==> config.mk <==
export PLATFORM = sky130hd
export DESIGN_NAME = pulse_width_frame_decoder_unit_flat
export DESIGN_NICKNAME = d
export VERILOG_FILES = /design/src/design/pwfd_pkg.sv /design/src/design/pwfd_sym_if.sv /design/src/design/pwfd_res_if.sv /design/src/design/pulse_width_frame_decoder_unit.sv /design/src/design/pwfd_emit.sv /design/src/flat_wrapper.sv
export SDC_FILE = /design/constraint.sdc
export NUM_CORES = 1
export LEC_CHECK = 0
export BUFFER_PORTS_ARGS = -buffer_cell sky130_fd_sc_hd__buf_4
export CAP_MARGIN = 10
export CORE_MARGIN = 2
export CORE_UTILIZATION = 45
export DETAILED_ROUTE_END_ITERATION = 10
export GPL_ROUTABILITY_DRIVEN = 1
export SYNTH_ARGS = -nofsm -noshare
export SYNTH_HDL_FRONTEND = slang
export SYNTH_HIERARCHICAL = 1
export SYNTH_SLANG_ARGS = --single-unit
==> constraint.sdc <==
create_clock -name clk -period 7.6 [get_ports clk]
set_input_delay 1.52 -clock clk [delete_from_list [all_inputs] [get_ports clk]]
set_output_delay 1.52 -clock clk [all_outputs]
set_load 0.02 [all_outputs]
==> src/design/pwfd_pkg.sv <==
`default_nettype none
package pwfd_pkg;

  localparam int PACKET_BYTES  = 8;
  localparam int MIN_SYMBOLS   = 64;
  localparam int DATA_SYMBOLS  = PACKET_BYTES * 8;
  localparam int FRAME_SYMBOLS = DATA_SYMBOLS + 2;

  localparam int DUR_W   = 15;
  localparam int CNT_W   = 8;
  localparam int TOTAL_W = 32;
  localparam int POS_W   = $clog2(DATA_SYMBOLS);
  localparam int BIDX_W  = (PACKET_BYTES > 1) ? $clog2(PACKET_BYTES) : 1;
  localparam int REG_IDX_W = 3;

  localparam logic [CNT_W-1:0] CNT_MAX = {CNT_W{1'b1}};

  localparam logic [DUR_W-1:0] SYNC_RST  = 15'd5000;
  localparam logic [DUR_W-1:0] START_RST = 15'd2000;
  localparam logic [DUR_W-1:0] SPACE_RST = 15'd300;
  localparam logic [DUR_W-1:0] ZERO_RST  = 15'd400;
  localparam logic [DUR_W-1:0] ONE_RST   = 15'd1000;
  localparam logic [DUR_W-1:0] TOL_RST   = 15'd150;

  typedef enum logic [2:0] {
    ST_OK     = 3'd0,
    ST_SHORT  = 3'd1,
    ST_LENGTH = 3'd2,
    ST_SYNC   = 3'd3,
    ST_SPACE  = 3'd4,
    ST_BIT    = 3'd5
  } status_t;

  typedef enum logic [REG_IDX_W-1:0] {
    REG_SYNC  = 3'd0,
    REG_START = 3'd1,
    REG_SPACE = 3'd2,
    REG_ZERO  = 3'd3,
    REG_ONE   = 3'd4,
    REG_TOL   = 3'd5
  } cfg_reg_t;

  // Capture verdict handed from the decoder to the result sequencer.
  typedef struct packed {
    status_t                         status;
    logic [TOTAL_W-1:0]              invalid_total;
    logic [PACKET_BYTES-1:0][7:0]    packet;
  } frame_t;

  // Window [target - tol, target + tol], lower bound clamped at zero.
  function automatic logic in_window(input logic [DUR_W-1:0] value,
                                     input logic [DUR_W-1:0] target,
                                     input logic [DUR_W-1:0] tol);
    logic [DUR_W-1:0] lo;
    logic [DUR_W:0]   hi;
    lo = (target > tol) ? (target - tol) : '0;
    hi = {1'b0, target} + {1'b0, tol};
    return (value >= lo) && ({1'b0, value} <= hi);
  endfunction

endpackage
`default_nettype wire

==> src/design/pwfd_sym_if.sv <==
`default_nettype none
interface pwfd_sym_if;
  logic                        valid;
  logic                        ready;
  logic                        first_level;
  logic [pwfd_pkg::DUR_W-1:0]  first_duration;
  logic [pwfd_pkg::DUR_W-1:0]  second_duration;
  logic                        end_of_capture;

  modport source (output valid, first_level, first_duration, second_duration,
                  end_of_capture, input ready);
  modport sink (input valid, first_level, first_duration, second_duration,
                end_of_capture, output ready);
endinterface
`default_nettype wire

==> src/design/pwfd_res_if.sv <==
`default_nettype none
interface pwfd_res_if;
  logic                          valid;
  logic                          ready;
  pwfd_pkg::status_t             status;
  logic [7:0]                    data_byte;
  logic [2:0]                    byte_index;
  logic [pwfd_pkg::TOTAL_W-1:0]  invalid_total;
  logic                          last;

  modport source (output valid, status, data_byte, byte_index, invalid_total, last,
                  input ready);
  modport sink (input valid, status, data_byte, byte_index, invalid_total, last,
                output ready);
endinterface
`default_nettype wire

==> src/design/pulse_width_frame_decoder_unit.sv <==
// A capture's closing symbol passes the input register, then the result
// register. Throughput: one symbol per cycle; the bytes of a good packet
// leave on consecutive cycles while the receiver is ready, and a closing
// symbol waits in the input register until the previous capture is delivered.
// Reset (rst, synchronous): width registers to defaults, counters cleared,
// no transaction pending on either channel.
`default_nettype none
module pulse_width_frame_decoder_unit (
  input  wire logic                              clk,
  input  wire logic                              rst,
  input  wire logic                              cfg_we,
  input  wire logic [pwfd_pkg::REG_IDX_W-1:0]    cfg_index,
  input  wire logic [pwfd_pkg::DUR_W-1:0]        cfg_data,
  pwfd_sym_if.sink                               sym,
  pwfd_res_if.source                             res
);
  import pwfd_pkg::*;

  // ---------------------------------------------------------------
  // Width registers
  // ---------------------------------------------------------------
  logic [DUR_W-1:0] sync_width, start_width, space_width;
  logic [DUR_W-1:0] zero_width, one_width, tolerance;

  always_ff @(posedge clk) begin
    if (rst) begin
      sync_width  <= SYNC_RST;
      start_width <= START_RST;
      space_width <= SPACE_RST;
      zero_width  <= ZERO_RST;
      one_width   <= ONE_RST;
      tolerance   <= TOL_RST;
    end else if (cfg_we) begin
      unique case (cfg_reg_t'(cfg_index))
        REG_SYNC:  sync_width  <= cfg_data;
        REG_START: start_width <= cfg_data;
        REG_SPACE: space_width <= cfg_data;
        REG_ZERO:  zero_width  <= cfg_data;
        REG_ONE:   one_width   <= cfg_data;
        REG_TOL:   tolerance   <= cfg_data;
        default: ;  // unmapped index, write dropped
      endcase
    end
  end

  // ---------------------------------------------------------------
  // Input register: one symbol waiting to be decoded
  // ---------------------------------------------------------------
  logic             s1_valid;
  logic             s1_level;
  logic [DUR_W-1:0] s1_d0;
  logic [DUR_W-1:0] s1_d1;
  logic             s1_eoc;

  logic advance;
  logic can_load;
  logic load;

  // A mid-capture symbol always retires; the closing one needs the
  // result register free (or freeing this cycle).
  assign advance   = s1_valid && (!s1_eoc || can_load);
  assign load      = advance && s1_eoc;
  assign sym.ready = !s1_valid || advance;

  always_ff @(posedge clk) begin
    if (rst) begin
      s1_valid <= 1'b0;
    end else if (sym.ready) begin
      s1_valid <= sym.valid;
    end
  end

  always_ff @(posedge clk) begin
    if (sym.ready && sym.valid) begin
      s1_level <= sym.first_level;
      s1_d0    <= sym.first_duration;
      s1_d1    <= sym.second_duration;
      s1_eoc   <= sym.end_of_capture;
    end
  end

  // ---------------------------------------------------------------
  // Decoder state
  // ---------------------------------------------------------------
  logic [CNT_W-1:0]              symbol_count, symbol_count_next;
  status_t                       first_error, first_error_next;
  logic [TOTAL_W-1:0]            invalid_count, invalid_count_next;
  logic [PACKET_BYTES-1:0][7:0]  packet_buffer, packet_buffer_next;

  logic             win_sync, win_start, win_space, win_one, win_zero;
  logic [POS_W-1:0] pos;
  logic [BIDX_W-1:0] byte_sel;
  status_t          code;
  logic [CNT_W-1:0] count_upd;
  status_t          err_upd;
  frame_t           frame;

  assign win_sync  = in_window(s1_d0, sync_width,  tolerance);
  assign win_start = in_window(s1_d1, start_width, tolerance);
  assign win_space = in_window(s1_d0, space_width, tolerance);
  assign win_one   = in_window(s1_d1, one_width,   tolerance);
  assign win_zero  = in_window(s1_d1, zero_width,  tolerance);

  // data symbol k (1-based) lands at bit k-1 of the packet, LSB first
  assign pos      = POS_W'(symbol_count - 1'b1);
  assign byte_sel = BIDX_W'(pos >> 3);

  always_comb begin
    code               = ST_OK;
    packet_buffer_next = packet_buffer;
    if (symbol_count == '0) begin
      // sync symbol: low level, sync then start widths
      if (s1_level || !win_sync || !win_start) begin
        code = ST_SYNC;
      end
    end else if (symbol_count <= CNT_W'(DATA_SYMBOLS)) begin
      priority if (!win_space) begin
        code = ST_SPACE;
      end else if (win_one) begin
        // overlapping windows decode as a one
        packet_buffer_next[byte_sel][pos[2:0]] = 1'b1;
      end else if (win_zero) begin
        packet_buffer_next[byte_sel][pos[2:0]] = 1'b0;
      end else begin
        code = ST_BIT;
      end
    end
    // trailer symbols fall through untouched
  end

  assign count_upd = (symbol_count != CNT_MAX) ? symbol_count + 1'b1 : symbol_count;
  assign err_upd   = (first_error == ST_OK) ? code : first_error;

  // Capture verdict, only meaningful on the end-of-capture symbol
  always_comb begin
    frame.packet        = packet_buffer_next;
    frame.invalid_total = invalid_count;
    if (count_upd < CNT_W'(MIN_SYMBOLS)) begin
      frame.status = ST_SHORT;  // silent: counter untouched
    end else if (count_upd != CNT_W'(FRAME_SYMBOLS)) begin
      frame.status        = ST_LENGTH;
      frame.invalid_total = invalid_count + 1'b1;
    end else if (err_upd != ST_OK) begin
      frame.status        = err_upd;
      frame.invalid_total = invalid_count + 1'b1;
    end else begin
      frame.status = ST_OK;
    end
  end

  always_comb begin
    symbol_count_next  = symbol_count;
    first_error_next   = first_error;
    invalid_count_next = invalid_count;
    if (advance) begin
      if (s1_eoc) begin
        symbol_count_next  = '0;
        first_error_next   = ST_OK;
        invalid_count_next = frame.invalid_total;
      end else begin
        symbol_count_next = count_upd;
        first_error_next  = err_upd;
      end
    end
  end

  always_ff @(posedge clk) begin
    if (rst) begin
      symbol_count  <= '0;
      first_error   <= ST_OK;
      invalid_count <= '0;
    end else begin
      symbol_count  <= symbol_count_next;
      first_error   <= first_error_next;
      invalid_count <= invalid_count_next;
    end
  end

  // Every bit of a good packet is written during the capture, so the
  // buffer needs no reset.
  always_ff @(posedge clk) begin
    if (advance) begin
      packet_buffer <= packet_buffer_next;
    end
  end

  // ---------------------------------------------------------------
  // Result register and byte sequencer
  // ---------------------------------------------------------------
  pwfd_emit u_emit (
    .clk      (clk),
    .rst      (rst),
    .load     (load),
    .frame    (frame),
    .can_load (can_load),
    .res      (res)
  );

endmodule
`default_nettype wire

==> src/design/pwfd_emit.sv <==
`default_nettype none
module pwfd_emit (
  input  wire logic            clk,
  input  wire logic            rst,
  input  wire logic            load,
  input  wire pwfd_pkg::frame_t frame,
  output logic                 can_load,
  pwfd_res_if.source           res
);
  import pwfd_pkg::*;

  logic                          out_valid;
  status_t                       out_status;
  logic [7:0]                    out_data;
  logic [BIDX_W-1:0]             idx;
  logic [TOTAL_W-1:0]            out_total;
  logic                          out_last;
  logic [PACKET_BYTES-1:0][7:0]  snap;

  logic              step;
  logic [BIDX_W-1:0] idx_inc;

  assign step     = out_valid && res.ready && !out_last;
  assign can_load = !out_valid || (res.ready && out_last);
  assign idx_inc  = idx + 1'b1;

  always_ff @(posedge clk) begin
    if (rst) begin
      out_valid <= 1'b0;
    end else if (load) begin
      out_valid <= 1'b1;
    end else if (res.ready && out_last) begin
      out_valid <= 1'b0;
    end
  end

  // payload: new frame, next byte of a good packet, or hold
  always_ff @(posedge clk) begin
    if (load) begin
      snap       <= frame.packet;
      out_status <= frame.status;
      out_total  <= frame.invalid_total;
      idx        <= '0;
      if (frame.status == ST_OK) begin
        out_data <= frame.packet[0];
        out_last <= (PACKET_BYTES == 1);
      end else begin
        out_data <= '0;
        out_last <= 1'b1;
      end
    end else if (step) begin
      idx      <= idx_inc;
      out_data <= snap[idx_inc];
      out_last <= (idx_inc == BIDX_W'(PACKET_BYTES - 1));
    end
  end

  assign res.valid         = out_valid;
  assign res.status        = out_status;
  assign res.data_byte     = out_data;
  assign res.byte_index    = 3'(idx);
  assign res.invalid_total = out_total;
  assign res.last          = out_last;

endmodule
`default_nettype wire

==> src/flat_wrapper.sv <==
// flat-port wrapper written by rule: the top's interface ports become plain ports
module pulse_width_frame_decoder_unit_flat import pwfd_pkg::*;
  (clk, rst, cfg_we, cfg_index, cfg_data, sym_valid, sym_first_level, sym_first_duration, sym_second_duration, sym_end_of_capture, sym_ready, res_valid, res_status, res_data_byte, res_byte_index, res_invalid_total, res_last, res_ready);
  pwfd_sym_if sym_i ();
  pwfd_res_if res_i ();
  input  wire logic clk;
  input  wire logic rst;
  input  wire logic cfg_we;
  input  wire logic [pwfd_pkg::REG_IDX_W-1:0] cfg_index;
  input  wire logic [pwfd_pkg::DUR_W-1:0] cfg_data;
  input wire logic [$bits(sym_i.valid)-1:0] sym_valid;
  input wire logic [$bits(sym_i.first_level)-1:0] sym_first_level;
  input wire logic [$bits(sym_i.first_duration)-1:0] sym_first_duration;
  input wire logic [$bits(sym_i.second_duration)-1:0] sym_second_duration;
  input wire logic [$bits(sym_i.end_of_capture)-1:0] sym_end_of_capture;
  output wire logic [$bits(sym_i.ready)-1:0] sym_ready;
  output wire logic [$bits(res_i.valid)-1:0] res_valid;
  output wire logic [$bits(res_i.status)-1:0] res_status;
  output wire logic [$bits(res_i.data_byte)-1:0] res_data_byte;
  output wire logic [$bits(res_i.byte_index)-1:0] res_byte_index;
  output wire logic [$bits(res_i.invalid_total)-1:0] res_invalid_total;
  output wire logic [$bits(res_i.last)-1:0] res_last;
  input wire logic [$bits(res_i.ready)-1:0] res_ready;
  assign sym_i.valid = sym_valid;
  assign sym_i.first_level = sym_first_level;
  assign sym_i.first_duration = sym_first_duration;
  assign sym_i.second_duration = sym_second_duration;
  assign sym_i.end_of_capture = sym_end_of_capture;
  assign sym_ready = sym_i.ready;
  assign res_valid = res_i.valid;
  assign res_status = res_i.status;
  assign res_data_byte = res_i.data_byte;
  assign res_byte_index = res_i.byte_index;
  assign res_invalid_total = res_i.invalid_total;
  assign res_last = res_i.last;
  assign res_i.ready = res_ready;
  pulse_width_frame_decoder_unit u_core (.clk(clk), .rst(rst), .cfg_we(cfg_we), .cfg_index(cfg_index), .cfg_data(cfg_data), .sym(sym_i), .res(res_i));
endmodule
==> impl_metrics.ini <==
[detailed_routing]
drt_iter0_markers = 1623
wl_met3_um = 4810
ant_nets = 0
dr_wl_met2_um = 32300
wl_um = 75300
route.detailed.wl_per_inst_um = 22.0
drtPass1Iterations = 7
drt-met1-wl_um = 35200
top_layer_used = met4
viasPerCell = 5.91
drcViolationCount = 0
vias = 20200

[power_and_ir_drop]
p_leak_nw = 10.6
power_density_mw_per_mm2 = 188
irDropWorstVdd_v = 0.000171

[sta]
finalCritPeriodShare = 0.920
period_minus_slack_ns = 6.99
hold_violations = 0
fmax_ghz = 0.143
final.setup_skew_ns = 0.0164
worst_slew_pin_slew_ns = 1.05
rsz0062_at_grt = no
hold_ws_ns = 0.480
setup_tns_ns = 0
max-slew-margin-rel = 0.299
drv_slew = 0
setup_viol = 0

[cells_and_area]
final_layout_size_suffix_gt1_frac = 0.0878
nFillCells = 4934
diodes = 0
final_cell_area_mm2 = 0.0269
syn2layout_area_growth_pct = 11.3
fin_nets = 3074

[die]
ioPinCount = 104
die_area_mm2 = 0.0556
start_util = 0.457
coreArea_mm2 = 0.0529
fp-row-count = 84
die_height_um = 236
die_w_um = 236

[logic_synthesis]
ys_warn_count = 6
yosysTopAreaCell = edfxtp_1
yosys.area_share.simple = 0.187
yosysTopAreaCellShare = 0.253
synth-xor-area-share = 0.0551
synth_seq_cells = 342
synth-compound-area-share = 0.167
synth.avg_cell_area_um2 = 9.13
synth_seq_area_share = 0.368
yosys.area_share.adder = 0.167
synthMuxAreaShare = 0.0188
synth-main-ff-cell = edfxtp_1
netlist_area_mm2 = 0.0242
synth-edff-count = 204
syn-num-nets = 3019
async_reset_ff_frac = 0
ys_top_cells_by_area = edfxtp_1 (25%), ha_1 (16%), dfxtp_1 (11%)
yosysMostFrequentCell = nand2_1
postSynthCellCount = 2648
synthTopCellsByCount = nand2_1 (314), ha_1 (306), a21oi_1 (232), o21ai_0 (227), edfxtp_1 (204)
synth_cell_types = 82
synth_top_family_by_area = simple AND/OR/NAND/NOR gates

[placed_design]
io_buffers = 103
gp_congestion = 0.963
dpl-instance-area_mm2 = 0.0255
dp_hpwl_um = 53900

[setup_path]
path_class = reg2reg
arrival_ns = 7.32
cp-start-kind = flip-flop
cp-end-kind = flip-flop
worstPathMaxFanout = 14
cp.required_ns = 7.92

[outcome]
status = finished, final reports clean

[global_routing]
grt_pass1_wl_um = 114000
overflow = 0
grt_max_degree = 96
grt_pass1_vias = 19100
antenna_found_initial = 0
grtUsageTotal = 0.264

[clock_tree]
cts_setup_buffers = 0
clk_pin_slew_ns = 0.06
numCtsBuffers = 41
holdBufCountCts = 0
root_buffer = clkbuf_16
cts_tree = yes
clock_sinks = 342
cts_resized = 0
h-tree-depth = 2
clk_latency_ns = 0.58
clk_path_buf_depth = 3

[min_path]
worstHoldPathType = reg2reg

[run]
cap_violations = 0
worst max-delay path: stages, from the launching register on:
cell and delay [ns]:
dfxtp_1 0.30, inv_1 0.49, ha_1 0.37, nor2b_1 0.13, o21ai_0 0.15, nand2b_1 0.12, a2111oi_0 0.69, o21ai_1 0.23
o31a_1 0.33, a41oi_1 0.34, a211oi_1 0.12, buf_4 0.20, nand2_1 0.08, ha_1 0.14, nand4_1 0.14, nor2_1 0.14
a2111oi_0 0.08, a221o_1 0.35, a21oi_1 0.17, o22ai_2 0.18, nor2_1 0.71, nand4_1 0.45, o21ai_0 0.25, o21ai_0 0.19
a221o_1 0.36
metrics by stage:
stage               std cells   util  worst slack (ns)  power (mW)
floorplan                2648      -            0.0755        2.74
global placement         3348  0.483             0.970        3.02
detailed placement       3348  0.483             0.746        3.04
CTS                      3423  0.509             0.723        5.09
global route             3423  0.509            0.0228        5.27
finish                   3423  0.509             0.606        5.05
kinds of logic after synthesis:
kind of cell	after synthesis
and+or+nand+nor	912
AOI/OAI and AO/OA	675
DFF	342
adders and majority gates	316
buffers and inverters	229
xor gates and xnor gates	152
muxes	22
registers in the layout, indices dropped and copies added, names as in the netlist, 8 cells and up:
register	cells
u_core/sync_width	15
u_core/s1_d0	15
u_core/invalid_count	32
u_core/u_emit/snap	64
u_core/tolerance	15
u_core/s1_d1	15
u_core/u_emit/res.invalid_total	32
u_core/u_emit/res.data_byte	8
u_core/space_width	15
u_core/start_width	15
u_core/symbol_count	8
u_core/zero_width	15
u_core/one_width	15
u_core/packet_buffer	64
worst paths after layout:
| path | from | depth (start not counted) | to | slack [ns] |
|---|---|---|---|---|
| min reg2reg | u_core/invalid_count[19] | 2 | u_core/invalid_count[19] | 0.48 |
| max reg2reg | u_core/tolerance[1] | 24 | u_core/u_emit/res.data_byte[0] | 0.61 |
| min | u_core/invalid_count[19] | 2 | u_core/invalid_count[19] | 0.48 |
| max | u_core/tolerance[1] | 24 | u_core/u_emit/res.data_byte[0] | 0.61 |
cells in the final DEF, fill, tap and decap left out, types with 15 or more instances in the layout:
cell,synthesis,layout
nand2_1,314,314
ha_1,306,306
a21oi_1,232,232
o21ai_0,227,227
edfxtp_1,204,204
nor2_1,150,150
dfxtp_1,138,137
buf_4,2,134
xnor2_1,121,121
inv_1,104,104
nand3_1,74,74
nor3_1,58,58
nand4_1,54,54
or3_1,48,48
nor2b_1,47,47
clkbuf_16,0,42
nand2b_1,38,38
nand3b_1,35,35
o21bai_1,33,33
xor2_1,31,31
a21o_1,28,28
and3_1,21,21
a211oi_1,18,18
o211ai_1,17,17
o21a_1,16,16
nor3b_1,15,15
nor4_1,15,15
final cells by class:
class                      instances  area (um^2)  share of cell area
sequential                       342         8890               0.330
tap                              688          861              0.0320
multi-input combinational       2077        14400               0.534
inverter                         107          404              0.0150
timing repair buffer             134         1010              0.0374
clock inverter                    22          244             0.00906
clock buffer                      53         1140              0.0424
per-layer routing:
layer,up-vias,GRT usage
li1,9708,-
met1,9721,0.380
met2,690,0.397
met3,127,0.0419
met4,0,0.101
met5,-,0
power by group:
group | internal [mW] | total [mW] | switching [mW] | leakage (nW)
sequential | 2.02 | 2.08 | 0.0634 | 2.97
clock | 1.20 | 2.03 | 0.829 | 0.679
combinational | 0.385 | 0.937 | 0.552 | 6.98
total | 3.60 | 5.05 | 1.44 | 10.6
(Power assumes the default switching activity.)
